<file path="src/sv/lgw_pkg.sv">
package lgw_pkg;

	localparam int GRID_COLUMNS = 4;
	localparam int GRID_ROWS    = 4;
	localparam int WAVE_PERIOD  = 64;

	localparam int CELL_COUNT = GRID_COLUMNS * GRID_ROWS;
	localparam int COL_W      = (GRID_COLUMNS > 1) ? $clog2(GRID_COLUMNS) : 1;
	localparam int ROW_W      = (GRID_ROWS > 1) ? $clog2(GRID_ROWS) : 1;
	localparam int PHASE_W    = $clog2(WAVE_PERIOD);

	localparam int CFG_INDEX_W = 3;
	localparam int CFG_DATA_W  = 16;

	localparam logic [CFG_INDEX_W-1:0] REG_LEVEL_FLOOR   = 3'd0;
	localparam logic [CFG_INDEX_W-1:0] REG_LEVEL_PEAK    = 3'd1;
	localparam logic [CFG_INDEX_W-1:0] REG_COLUMN_DELAY  = 3'd2;
	localparam logic [CFG_INDEX_W-1:0] REG_ROW_DELAY     = 3'd3;
	localparam logic [CFG_INDEX_W-1:0] REG_HUE_BASE      = 3'd4;
	localparam logic [CFG_INDEX_W-1:0] REG_HUE_INCREMENT = 3'd5;

	localparam logic [7:0]  RST_LEVEL_FLOOR   = 8'd0;
	localparam logic [7:0]  RST_LEVEL_PEAK    = 8'd255;
	localparam logic [5:0]  RST_COLUMN_DELAY  = 6'd4;
	localparam logic [5:0]  RST_ROW_DELAY     = 6'd2;
	localparam logic [15:0] RST_HUE_BASE      = 16'd0;
	localparam logic [15:0] RST_HUE_INCREMENT = 16'd16;

	localparam logic [7:0] ENVELOPE_ROM [WAVE_PERIOD] = '{
		8'd0,   8'd1,   8'd2,   8'd5,   8'd10,  8'd15,  8'd21,  8'd29,
		8'd37,  8'd47,  8'd57,  8'd67,  8'd79,  8'd90,  8'd103, 8'd115,
		8'd127, 8'd140, 8'd152, 8'd165, 8'd176, 8'd188, 8'd198, 8'd208,
		8'd218, 8'd226, 8'd234, 8'd240, 8'd245, 8'd250, 8'd253, 8'd254,
		8'd255, 8'd254, 8'd253, 8'd250, 8'd245, 8'd240, 8'd234, 8'd226,
		8'd218, 8'd208, 8'd198, 8'd188, 8'd176, 8'd165, 8'd152, 8'd140,
		8'd128, 8'd115, 8'd103, 8'd90,  8'd79,  8'd67,  8'd57,  8'd47,
		8'd37,  8'd29,  8'd21,  8'd15,  8'd10,  8'd5,   8'd2,   8'd1
	};

	typedef struct packed {
		logic [7:0]  level_floor;
		logic [7:0]  level_peak;
		logic [5:0]  column_delay;
		logic [5:0]  row_delay;
		logic [15:0] hue_base;
		logic [15:0] hue_increment;
	} cfg_t;

	typedef struct packed {
		logic               valid;
		logic [PHASE_W-1:0] step;
		logic [PHASE_W-1:0] lag;
		logic [15:0]        hue;
	} geom_t;

endpackage

</file>
<file path="src/sv/lgw_cfg_regs.sv">
module lgw_cfg_regs (
	input  logic                             clk,
	input  logic                             arst_n,
	input  logic                             cfg_write,
	input  logic [lgw_pkg::CFG_INDEX_W-1:0]  cfg_index,
	input  logic [lgw_pkg::CFG_DATA_W-1:0]   cfg_data,
	output lgw_pkg::cfg_t                    cfg
);

	lgw_pkg::cfg_t cfg_q;

	always_ff @(posedge clk or negedge arst_n) begin
		if (!arst_n) begin
			cfg_q.level_floor   <= lgw_pkg::RST_LEVEL_FLOOR;
			cfg_q.level_peak    <= lgw_pkg::RST_LEVEL_PEAK;
			cfg_q.column_delay  <= lgw_pkg::RST_COLUMN_DELAY;
			cfg_q.row_delay     <= lgw_pkg::RST_ROW_DELAY;
			cfg_q.hue_base      <= lgw_pkg::RST_HUE_BASE;
			cfg_q.hue_increment <= lgw_pkg::RST_HUE_INCREMENT;
		end else if (cfg_write) begin
			case (cfg_index)
				lgw_pkg::REG_LEVEL_FLOOR:   cfg_q.level_floor   <= cfg_data[7:0];
				lgw_pkg::REG_LEVEL_PEAK:    cfg_q.level_peak    <= cfg_data[7:0];
				lgw_pkg::REG_COLUMN_DELAY:  cfg_q.column_delay  <= cfg_data[5:0];
				lgw_pkg::REG_ROW_DELAY:     cfg_q.row_delay     <= cfg_data[5:0];
				lgw_pkg::REG_HUE_BASE:      cfg_q.hue_base      <= cfg_data[15:0];
				lgw_pkg::REG_HUE_INCREMENT: cfg_q.hue_increment <= cfg_data[15:0];
				default: begin
				end
			endcase
		end
	end

	assign cfg = cfg_q;

endmodule

</file>
<file path="src/sv/lgw_geom.sv">
module lgw_geom (
	input  logic          clk,
	input  logic          arst_n,
	input  logic          adv,
	input  lgw_pkg::cfg_t cfg,
	input  logic          in_valid,
	input  logic [7:0]    encoder_index,
	input  logic [15:0]   step_count,
	output lgw_pkg::geom_t geom
);

	localparam int CW = lgw_pkg::COL_W;
	localparam int RW = lgw_pkg::ROW_W;
	localparam int PW = lgw_pkg::PHASE_W;

	logic          in_range;
	logic [RW-1:0] row;
	logic [7:0]    col_full;
	logic [CW-1:0] col;

	logic          valid_s1;
	logic [CW-1:0] col_back_s1;
	logic [RW-1:0] row_back_s1;
	logic [7:0]    back_s1;
	logic [PW-1:0] step_s1;

	logic [CW+5:0] lag_col;
	logic [RW+5:0] lag_row;
	logic [23:0]   hue_prod;

	logic          valid_s2;
	logic [PW-1:0] lag_s2;
	logic [15:0]   hue_s2;
	logic [PW-1:0] step_s2;

	// row by compare against each row start, column by remainder
	always_comb begin
		row = '0;
		for (int r = 1; r < lgw_pkg::GRID_ROWS; r++) begin
			if ({1'b0, encoder_index} >= 9'(r * lgw_pkg::GRID_COLUMNS)) begin
				row = RW'(r);
			end
		end
		col_full = encoder_index - 8'(int'(row) * lgw_pkg::GRID_COLUMNS);
		col      = col_full[CW-1:0];
		in_range = {1'b0, encoder_index} < 9'(lgw_pkg::CELL_COUNT);
	end

	always_ff @(posedge clk or negedge arst_n) begin
		if (!arst_n) begin
			valid_s1 <= 1'b0;
			valid_s2 <= 1'b0;
		end else if (adv) begin
			valid_s1 <= in_valid;
			valid_s2 <= valid_s1;
		end
	end

	// out of range: zero lag and zero distance give lag 0 and the base hue
	always_ff @(posedge clk) begin
		if (adv) begin
			if (in_range) begin
				col_back_s1 <= CW'(lgw_pkg::GRID_COLUMNS - 1) - col;
				row_back_s1 <= RW'(lgw_pkg::GRID_ROWS - 1) - row;
				back_s1     <= 8'(lgw_pkg::CELL_COUNT - 1) - encoder_index;
			end else begin
				col_back_s1 <= '0;
				row_back_s1 <= '0;
				back_s1     <= '0;
			end
			step_s1 <= step_count[PW-1:0];
		end
	end

	always_comb begin
		lag_col  = {6'd0, col_back_s1} * {{CW{1'b0}}, cfg.column_delay};
		lag_row  = {6'd0, row_back_s1} * {{RW{1'b0}}, cfg.row_delay};
		hue_prod = {16'd0, back_s1} * {8'd0, cfg.hue_increment};
	end

	always_ff @(posedge clk) begin
		if (adv) begin
			lag_s2  <= lag_col[PW-1:0] + lag_row[PW-1:0];
			hue_s2  <= cfg.hue_base + hue_prod[15:0];
			step_s2 <= step_s1;
		end
	end

	assign geom.valid = valid_s2;
	assign geom.step  = step_s2;
	assign geom.lag   = lag_s2;
	assign geom.hue   = hue_s2;

	a_col_back_range: assert property (@(posedge clk) disable iff (!arst_n)
		valid_s1 |-> (int'(col_back_s1) <= lgw_pkg::GRID_COLUMNS - 1))
		else $error("column distance beyond grid");

	a_row_back_range: assert property (@(posedge clk) disable iff (!arst_n)
		valid_s1 |-> (int'(row_back_s1) <= lgw_pkg::GRID_ROWS - 1))
		else $error("row distance beyond grid");

endmodule

</file>
<file path="src/sv/lgw_level.sv">
module lgw_level (
	input  logic           clk,
	input  logic           arst_n,
	input  logic           adv,
	input  lgw_pkg::cfg_t  cfg,
	input  lgw_pkg::geom_t geom,
	output logic           out_valid,
	output logic [7:0]     brightness,
	output logic [15:0]    hue
);

	localparam int PW = lgw_pkg::PHASE_W;

	logic [PW-1:0] phase;
	logic [7:0]    span;
	logic [15:0]   quot_sum;

	logic          valid_s3;
	logic [7:0]    shape_s3;
	logic [15:0]   hue_s3;

	logic          valid_s4;
	logic [15:0]   prod_s4;
	logic [15:0]   hue_s4;

	logic          valid_s5;
	logic [7:0]    bright_s5;
	logic [15:0]   hue_s5;

	assign phase = geom.step - geom.lag;
	assign span  = (cfg.level_peak > cfg.level_floor) ? (cfg.level_peak - cfg.level_floor) : 8'd0;

	// divide by 255, exact for any product of two bytes
	assign quot_sum = prod_s4 + 16'd1 + {8'd0, prod_s4[15:8]};

	always_ff @(posedge clk or negedge arst_n) begin
		if (!arst_n) begin
			valid_s3 <= 1'b0;
			valid_s4 <= 1'b0;
			valid_s5 <= 1'b0;
		end else if (adv) begin
			valid_s3 <= geom.valid;
			valid_s4 <= valid_s3;
			valid_s5 <= valid_s4;
		end
	end

	always_ff @(posedge clk) begin
		if (adv) begin
			shape_s3  <= lgw_pkg::ENVELOPE_ROM[phase];
			hue_s3    <= geom.hue;
			prod_s4   <= {8'd0, shape_s3} * {8'd0, span};
			hue_s4    <= hue_s3;
			bright_s5 <= cfg.level_floor + quot_sum[15:8];
			hue_s5    <= hue_s4;
		end
	end

	assign out_valid  = valid_s5;
	assign brightness = bright_s5;
	assign hue        = hue_s5;

	a_prod_bound: assert property (@(posedge clk) disable iff (!arst_n)
		valid_s4 |-> (prod_s4 <= 16'd65025))
		else $error("envelope product out of bounds");

	a_advance: assert property (@(posedge clk) disable iff (!arst_n)
		(valid_s4 && adv) |=> valid_s5)
		else $error("request lost between stages");

	a_freeze: assert property (@(posedge clk) disable iff (!arst_n)
		!adv |=> ($stable(valid_s3) && $stable(valid_s4) && $stable(hue_s5)))
		else $error("pipeline moved while frozen");

endmodule

</file>
<file path="src/sv/led_grid_wave_level_and_hue.sv">
// an accepted request passes through the stage registers s1 to s5 to reach out_valid
// throughput: one request per cycle unless out_stall freezes the pipeline; the single pipeline enable sets it
// out_stall with a pending result freezes all five stages and raises in_stall
// reset clears the stage valid bits and loads the configuration registers' reset values
// the envelope table is constant logic and needs no clearing
module led_grid_wave_level_and_hue (
	input  logic                            clk,
	input  logic                            arst_n,
	input  logic                            cfg_write,
	input  logic [lgw_pkg::CFG_INDEX_W-1:0] cfg_index,
	input  logic [lgw_pkg::CFG_DATA_W-1:0]  cfg_data,
	input  logic                            in_valid,
	output logic                            in_stall,
	input  logic [7:0]                      encoder_index,
	input  logic [15:0]                     step_count,
	output logic                            out_valid,
	input  logic                            out_stall,
	output logic [7:0]                      brightness,
	output logic [15:0]                     hue
);

	lgw_pkg::cfg_t  cfg;
	lgw_pkg::geom_t geom;
	logic           adv;

	assign adv      = !(out_valid && out_stall);
	assign in_stall = !adv;

	lgw_cfg_regs u_cfg (
		.clk       (clk),
		.arst_n    (arst_n),
		.cfg_write (cfg_write),
		.cfg_index (cfg_index),
		.cfg_data  (cfg_data),
		.cfg       (cfg)
	);

	lgw_geom u_geom (
		.clk           (clk),
		.arst_n        (arst_n),
		.adv           (adv),
		.cfg           (cfg),
		.in_valid      (in_valid),
		.encoder_index (encoder_index),
		.step_count    (step_count),
		.geom          (geom)
	);

	lgw_level u_level (
		.clk        (clk),
		.arst_n     (arst_n),
		.adv        (adv),
		.cfg        (cfg),
		.geom       (geom),
		.out_valid  (out_valid),
		.brightness (brightness),
		.hue        (hue)
	);

endmodule
</file>
<file path="config.mk">
export PLATFORM = sky130hd
export DESIGN_NAME = led_grid_wave_level_and_hue
export DESIGN_NICKNAME = d
export VERILOG_FILES = /design/src/sv/lgw_pkg.sv /design/src/sv/lgw_cfg_regs.sv /design/src/sv/lgw_geom.sv /design/src/sv/lgw_level.sv /design/src/sv/led_grid_wave_level_and_hue.sv
export SDC_FILE = /design/constraint.sdc
export NUM_CORES = 1
export LEC_CHECK = 0
export BUFFER_PORTS_ARGS = -buffer_cell sky130_fd_sc_hd__clkbuf_2
export CAP_MARGIN = 5
export CORE_MARGIN = 4
export CORE_UTILIZATION = 45
export CTS_CLUSTER_DIAMETER = 120
export DETAILED_ROUTE_END_ITERATION = 10
export GPL_ROUTABILITY_DRIVEN = 1
export GPL_TIMING_DRIVEN = 0
export MAX_ROUTING_LAYER = met4
export PLACE_DENSITY = 0.72
export SYNTH_ARGS = -nofsm -noshare
export SYNTH_HDL_FRONTEND = slang
export SYNTH_SLANG_ARGS = --single-unit
</file>
<file path="constraint.sdc">
create_clock -name clk -period 11.53 [get_ports clk]
set_input_delay 1.153 -clock clk [delete_from_list [all_inputs] [get_ports clk]]
set_output_delay 1.153 -clock clk [all_outputs]
set_load 0.01 [all_outputs]
</file>
# Word-level counts from Yosys, hierarchy flattened
# Memories as Yosys holds them, arrays and structs flattened. A register that Yosys moved wholly into a read port is not among the register bits.
# Index checks and enable logic that the tools add are counted.
# W data, S select, Z words.
dict set report word_totals {
  regBits 183
  latch_bits 0
  mem_bits_rw 0
  rom_bits 512
  inputBits 48
  output_inout_bits 26
  elab_cells 63
  mem_count 1
}
# name depth width read_ports rd_clocked_by_memory_dff write_ports line
set mem_list {}
lappend mem_list {{(name not given)} 64 8 1 1 0 lgw_level.sv:50} ;# shape_s3 <= lgw_pkg::ENVELOPE_ROM[phase];
dict set report op_classes {
  n_addsub 11
  n_mul 4
  n_div 0
  magnitude_cmp 5
  eq_ne 5
  shifts 0
  mux 4
  bitwise_logic 1
  reduce_logical 9
}
# operator count
set ops {}
lappend ops {{$add A16 B1 Y16 const B} 1}
lappend ops {{$add A16 B16 Y16} 1}
lappend ops {{$add A16 B8 Y16} 1}
lappend ops {{$ge A8 B4 Y1 const B} 2}
lappend ops {{$mul A8 B16 Y16} 1}
lappend ops {{$mul A8 B8 Y16} 1}
lappend ops {{$mul A2 B6 Y6} 2}
lappend ops {{$reduce_and A2 Y1} 6}
lappend ops {{$add A8 B8 Y8} 1}
lappend ops {{$ge A8 B3 Y1 const B} 1}
lappend ops {{$gt A8 B8 Y1} 1}
lappend ops {{$lt A8 B5 Y1 const B} 1}
lappend ops {{$mux W8} 1}
lappend ops {{$sub A4 B8 Y8 const A} 1}
lappend ops {{$sub A8 B8 Y8} 1}
lappend ops {{$not A6 Y7} 1}
lappend ops {{$add A6 B6 Y6} 1}
lappend ops {{$eq A3 B2 Y1 const B} 2}
lappend ops {{$eq A3 B3 Y1 const B} 2}
lappend ops {{$sub A6 B6 Y6} 1}
lappend ops {{$mux W2} 2}
lappend ops {{$sub A2 B2 Y2 const A} 2}
lappend ops {{$eq A3 B1 Y1 const B} 1}
lappend ops {{$logic_not A3 Y1} 1}
lappend ops {{4 further kinds} 4}

# Depth between registers and ports, before layout
dict set report logic_depth {
  ltp_word 5
  depth_mapped 27
  ltp_nobuf 26
}

# Hierarchy
# A second synthesis with hierarchy kept.
dict set report unflattened {
  cells_unflattened 1252
  hier_area_um2 14112.3
}
# module n_inst cells_each area_per_inst_um2 seq_area_each_um2
set modules_own_cells {}
lappend modules_own_cells {lgw_level 1 617 6663.9 2477.4}
lappend modules_own_cells {lgw_geom 1 501 5109.9 1371.3}
lappend modules_own_cells {lgw_cfg_regs 1 132 2328.5 1515.2}
lappend modules_own_cells {led_grid_wave_level_and_hue 1 2 10.0 0.0}

# Worst setup path before layout
# No wires, ideal clock.
dict set report synth_path {
  path_type {flip-flop to flip-flop}
  startpoint {register u_cfg.cfg_q (netlist bit u_cfg.cfg[44])}
  endpoint {register u_level.prod_s4[15] (data pin)}
  setup_time_ps 167
  arrival_ps 6046
  required_ps 11363
  setup_slack_ps 5317
  path_stages_with_launch 27
  n_path_buf 1
  period_less_slack_ps 6213
  cell_sequence {dfstp_2 > inv_1 > ha_1 > fa_1 > and2b_1 > o21ai_1 > a21boi_1 > o211a_1 > a211oi_2 > or3b_1 > clkbuf_1 > or2_1 > fa_1 > fa_1 > inv_1 > fa_1 > inv_1 > fa_1 > inv_1 > ha_1 > o21a_1 > o31a_1 > o21a_1 > a31o_2 > o41ai_2 > nor2_1 > a211oi_1}
}
dict set report synth_via {
  elab_chain_cells 3
  elab_cells_between_ends 4
  cone_classes {add/sub (1); mul (1); order compare (1); mux (1)}
}
# item line
set synth_rtl {}
lappend synth_rtl {{start: declaration} lgw_cfg_regs.sv:10} ;# lgw_pkg::cfg_t cfg_q;
lappend synth_rtl {{$sub A8 B8 Y8 / $gt A8 B8 Y1 (equally long branches)} lgw_level.sv:31} ;# assign span = (cfg.level_peak > cfg.level_floor) ? (cfg.level_peak - cfg.level_floor) : 8'd0;
lappend synth_rtl {{$mux W8 *} lgw_level.sv:31}
lappend synth_rtl {{$mul A8 B8 Y16 *} lgw_level.sv:52} ;# prod_s4 <= {8'd0, shape_s3} * {8'd0, span};
lappend synth_rtl {{end signal: assignment} lgw_level.sv:52}
lappend synth_rtl {{end: declaration} lgw_level.sv:23} ;# logic [15:0] prod_s4;
# Every way passes the cells marked *; elsewhere a longest branch is shown, timed or not.
# A chain may end at the register's enable or synchronous reset.

# Worst setup path in the final report
dict set report layout_path {
  startpoint {register u_cfg.cfg_q (netlist bit u_cfg.cfg[44])}
  endpoint {register u_level.prod_s4[14] (data pin)}
}
# The elaborated chain is that of the path after synthesis.

==> qor.log <==
INFO  outcome        outcome=completed
INFO  synth          post_synth_inst_count=1,246
INFO  hold_path      hold_path_class=reg2reg
INFO  clock_network  tritoncts.num_buffers=17
INFO  timing         final_cycle_share=0.605
INFO  place          place_congestion=0.882
INFO  clock_network  hold_buf_count_cts=0
INFO  timing         final-hold-violation-count=0
INFO  synth          synth_enable_flop_cells=124
INFO  routing        vias_per_cell=5.17
INFO  clock_network  clk-insertion-delay-late=0.44ns
INFO  floorplanning  floorplan.initialDensity=0.460
INFO  timing         rsz_0062_raised_after_global_routing=false
INFO  global_routing globalRouteOverflowTotal=0
INFO  cells_and_area area.growth.synth_to_final=10.7%
INFO  routing        wirelength=26,300um
INFO  clock_network  post_cts_resize_count=0
INFO  floorplanning  die_w=183um
INFO  critical_path  critical_path_buf_inv_count=4
INFO  synth          synth_seq_cells=189
INFO  critical_path  rr_worst_depth=25
INFO  clock_network  clk_pin_slew_worst_paths=0.08ns
INFO  critical_path  r2r_start=u_cfg.cfg[44]$_DFFE_PN1P_
INFO  synth          mappedNetlistNets=1,516
INFO  critical_path  required_worst_endpoint=11.72ns
INFO  timing         achievable_clock_frequency=0.143GHz
INFO  floorplanning  design.portCount=74
INFO  critical_path  path_delay_family=adder cells
INFO  critical_path  timing.critical_path.from_type=register
INFO  clock_network  cts.sinks=189
INFO  global_routing grt_first_pass_wirelength=45,600um
INFO  clock_network  cts_root_buf=sky130_fd_sc_hd__clkbuf_16
INFO  clock_network  tritoncts_clock_tree=yes
INFO  routing        wl_per_cell=15.2um
INFO  global_routing pin_count_of_the_biggest_net_entering_global_routing=70
INFO  critical_path  worst_path_largest_cell_delay=0.99ns
INFO  routing        drcViolationCount=0
INFO  flow_run       max-cap-violations=0
INFO  cells_and_area drive_above_1_share=0.137
INFO  place          post-place-ws=4.59ns
INFO  clock_network  cts.path.max_buffers=2
INFO  timing         layout_setup_ws=4.55ns
INFO  timing         max_slew_margin=0.146
INFO  synth          yosys_most_used_dff=sky130_fd_sc_hd__edfxtp_1
INFO  synth          synth.lib_cells_used.distinct=68
INFO  cells_and_area antenna_cells_inserted=0
INFO  timing         finClkSkew=0.0132ns
INFO  clock_network  cts-htree-levels=4
INFO  global_routing grt_pass1_vias=9,287
INFO  synth          avg_inst_size_synth=11.0um2
INFO  place          portBuffers=62
INFO  floorplanning  fp.dieArea=33,400um2
INFO  critical_path  flop_to_flop_setup_slack=4.55ns
INFO  routing        dr.pass1.iters=5
INFO  hold_path      holdPathEnd=u_level.hue[13]$_DFFE_PN_
INFO  hold_path      worstHoldPathCells=0
INFO  floorplanning  die_height=183um
INFO  timing         worst_pin_slew=1.28ns
INFO  hold_path      min_from=u_level.hue_s4[13]$_DFFE_PN_
INFO  critical_path  r2r-end=u_level.prod_s4[14]$_DFFE_PN_
INFO  global_routing initial_antenna_violation_count=1
INFO  timing         report.final.setup_viol=0
INFO  synth          netlist_area=13,700um2
INFO  clock_network  post_cts.repair.setup_buffers=0
INFO  timing         final_max_slew_viol_count=0
INFO  critical_path  setup.worst_path.class=reg2reg
INFO  cells_and_area nets=1,599
INFO  global_routing globalRouteTotalUtil=0.173
INFO  synth          synth_warnings=0
INFO  routing        vias=8,947
INFO  critical_path  timing.critical_path.slowest_stage_cell=sky130_fd_sc_hd__nor4_1
INFO  floorplanning  placementRows=63
INFO  place          dp_hpwl=20,200um
INFO  critical_path  timing.critical_path.arrival=7.17ns
INFO  timing         post-route-min-period=6.98ns
INFO  routing        drt-initial-drc-count=512
INFO  routing        number_of_nets_with_antenna_violations_after_detailed_routing=0
INFO  floorplanning  core_area=29,900um2
INFO  synth          synth_async_sr_flop_share=0.344
INFO  critical_path  end_kind=register
INFO  synth          synth_seq_area_share=0.391
INFO  timing         hold_ws=0.412ns
INFO  critical_path  worst-path-max-fanout=8
INFO  timing         tns=0ns
## area by class of cell
| type | instances | area (um2) |
|---|---|---|
| Inverter | 180 | 676 |
| Clock inverter | 14 | 173 |
| Multi-Input combinational cell | 845 | 7560 |
| Sequential cell | 189 | 5360 |
| Timing Repair Buffer | 64 | 368 |
| Clock buffer | 18 | 429 |
| Fill cell | 2636 | 14700 |
| Tap cell | 390 | 488 |
| Buffer | 32 | 139 |
## cell families after synthesis
kind of cell / count (synthesis) / share of synthesized area
other: 1 / 0.000273
AO/OA/AOI/OAI: 150 / 0.0717
buffers and inverters: 212 / 0.0593
XOR/XNOR: 66 / 0.0432
AND/OR/NAND/NOR: 358 / 0.127
multiplexers: 48 / 0.0398
adder cells (fa/ha/maj): 222 / 0.268
flip-flops: 189 / 0.391
## Yosys cell counts, types with 8 or more instances
| master | instances | area share |
|---|---|---|
| sky130_fd_sc_hd__a21o_1 | 11 | 0.0060 |
| sky130_fd_sc_hd__a21oi_1 | 31 | 0.011 |
| sky130_fd_sc_hd__and2_1 | 72 | 0.033 |
| sky130_fd_sc_hd__clkbuf_1 | 22 | 0.0060 |
| sky130_fd_sc_hd__dfrtp_1 | 54 | 0.098 |
| sky130_fd_sc_hd__dfstp_2 | 11 | 0.021 |
| sky130_fd_sc_hd__edfxtp_1 | 124 | 0.27 |
| sky130_fd_sc_hd__fa_1 | 121 | 0.18 |
| sky130_fd_sc_hd__ha_1 | 101 | 0.092 |
| sky130_fd_sc_hd__inv_1 | 180 | 0.049 |
| sky130_fd_sc_hd__mux2_2 | 43 | 0.035 |
| sky130_fd_sc_hd__nand2_1 | 127 | 0.035 |
| sky130_fd_sc_hd__nand3_1 | 11 | 0.0040 |
| sky130_fd_sc_hd__nor2_1 | 71 | 0.019 |
| sky130_fd_sc_hd__nor2b_1 | 10 | 0.0046 |
| sky130_fd_sc_hd__nor3_1 | 22 | 0.0080 |
| sky130_fd_sc_hd__o21a_1 | 11 | 0.0060 |
| sky130_fd_sc_hd__o21ai_0 | 47 | 0.017 |
| sky130_fd_sc_hd__or2_2 | 8 | 0.0036 |
| sky130_fd_sc_hd__or3_1 | 10 | 0.0046 |
| sky130_fd_sc_hd__xnor2_1 | 51 | 0.033 |
| sky130_fd_sc_hd__xor2_1 | 13 | 0.0083 |
## cells in the final DEF, fill, tap and decap left out, drive strengths merged, types with 10 or more instances in the layout
cell	instances
and2	72
nand2	128
dfstp	11
o21ai	51
mux2	43
xor2	14
nor2b	10
nand3	11
dfrtp	54
buf	12
nor2	72
or3	10
clkbuf	102
a21o	11
edfxtp	124
ha	101
a21oi	32
fa	121
nor3	24
o21a	11
inv	187
xnor2	52
or2	10
## worst max-delay path by stage
stage / start / cells past startpoint / end / slack (ns)
6_report: u_cfg.cfg[44]$_DFFE_PN1P_ / 25 / u_level.prod_s4[14]$_DFFE_PN_ / 4.55
5_1_grt: u_cfg.cfg[44]$_DFFE_PN1P_ / 25 / u_level.prod_s4[14]$_DFFE_PN_ / 3.96
4_1_cts: u_cfg.cfg[44]$_DFFE_PN1P_ / 25 / u_level.prod_s4[14]$_DFFE_PN_ / 4.59
3_5_place_dp: u_cfg.cfg[44]$_DFFE_PN1P_ / 25 / u_level.prod_s4[14]$_DFFE_PN_ / 4.59
3_3_place_gp: u_cfg.cfg[44]$_DFFE_PN1P_ / 25 / u_level.prod_s4[14]$_DFFE_PN_ / 4.71
2_1_floorplan: u_cfg.cfg[44]$_DFFE_PN1P_ / 26 / u_level.prod_s4[15]$_DFFE_PN_ / 5.32
## flip-flops by register name, summed over array words and instances (netlist names), 2 cells and up
name and count:
u_cfg.cfg 60, u_geom.back_s1 8, u_geom.hue_s2 16, u_geom.lag_s2 6
u_geom.row_back_s1 2, u_geom.step_s1 6, u_geom.step_s2 6, u_level.brightness 8
u_level.hue 16, u_level.hue_s3 16, u_level.hue_s4 16, u_level.prod_s4 16
u_level.shape_s3 8
## per-layer routing
metal | up-vias | part of all wire | track usage
li1 | 4266 | - | -
met2 | 203 | 0.45 | 0.260
met1 | 4435 | 0.48 | 0.245
met3 | 43 | 0.047 | 0.0281
met5 | - | 0 | -
met4 | 0 | 0.023 | 0.0504
## stage by stage
step	cell area, um2	std cells	util
2_1_floorplan	13700	1246	-
3_3_place_gp	14500	1698	0.486
3_5_place_dp	14600	1700	0.489
4_1_cts	15200	1732	0.509
5_1_grt	15200	1732	0.509
6_report	15200	1732	0.509
Power is not shown: default switching activity piles up to over one toggle a cycle in this logic, so the estimate is an artifact.
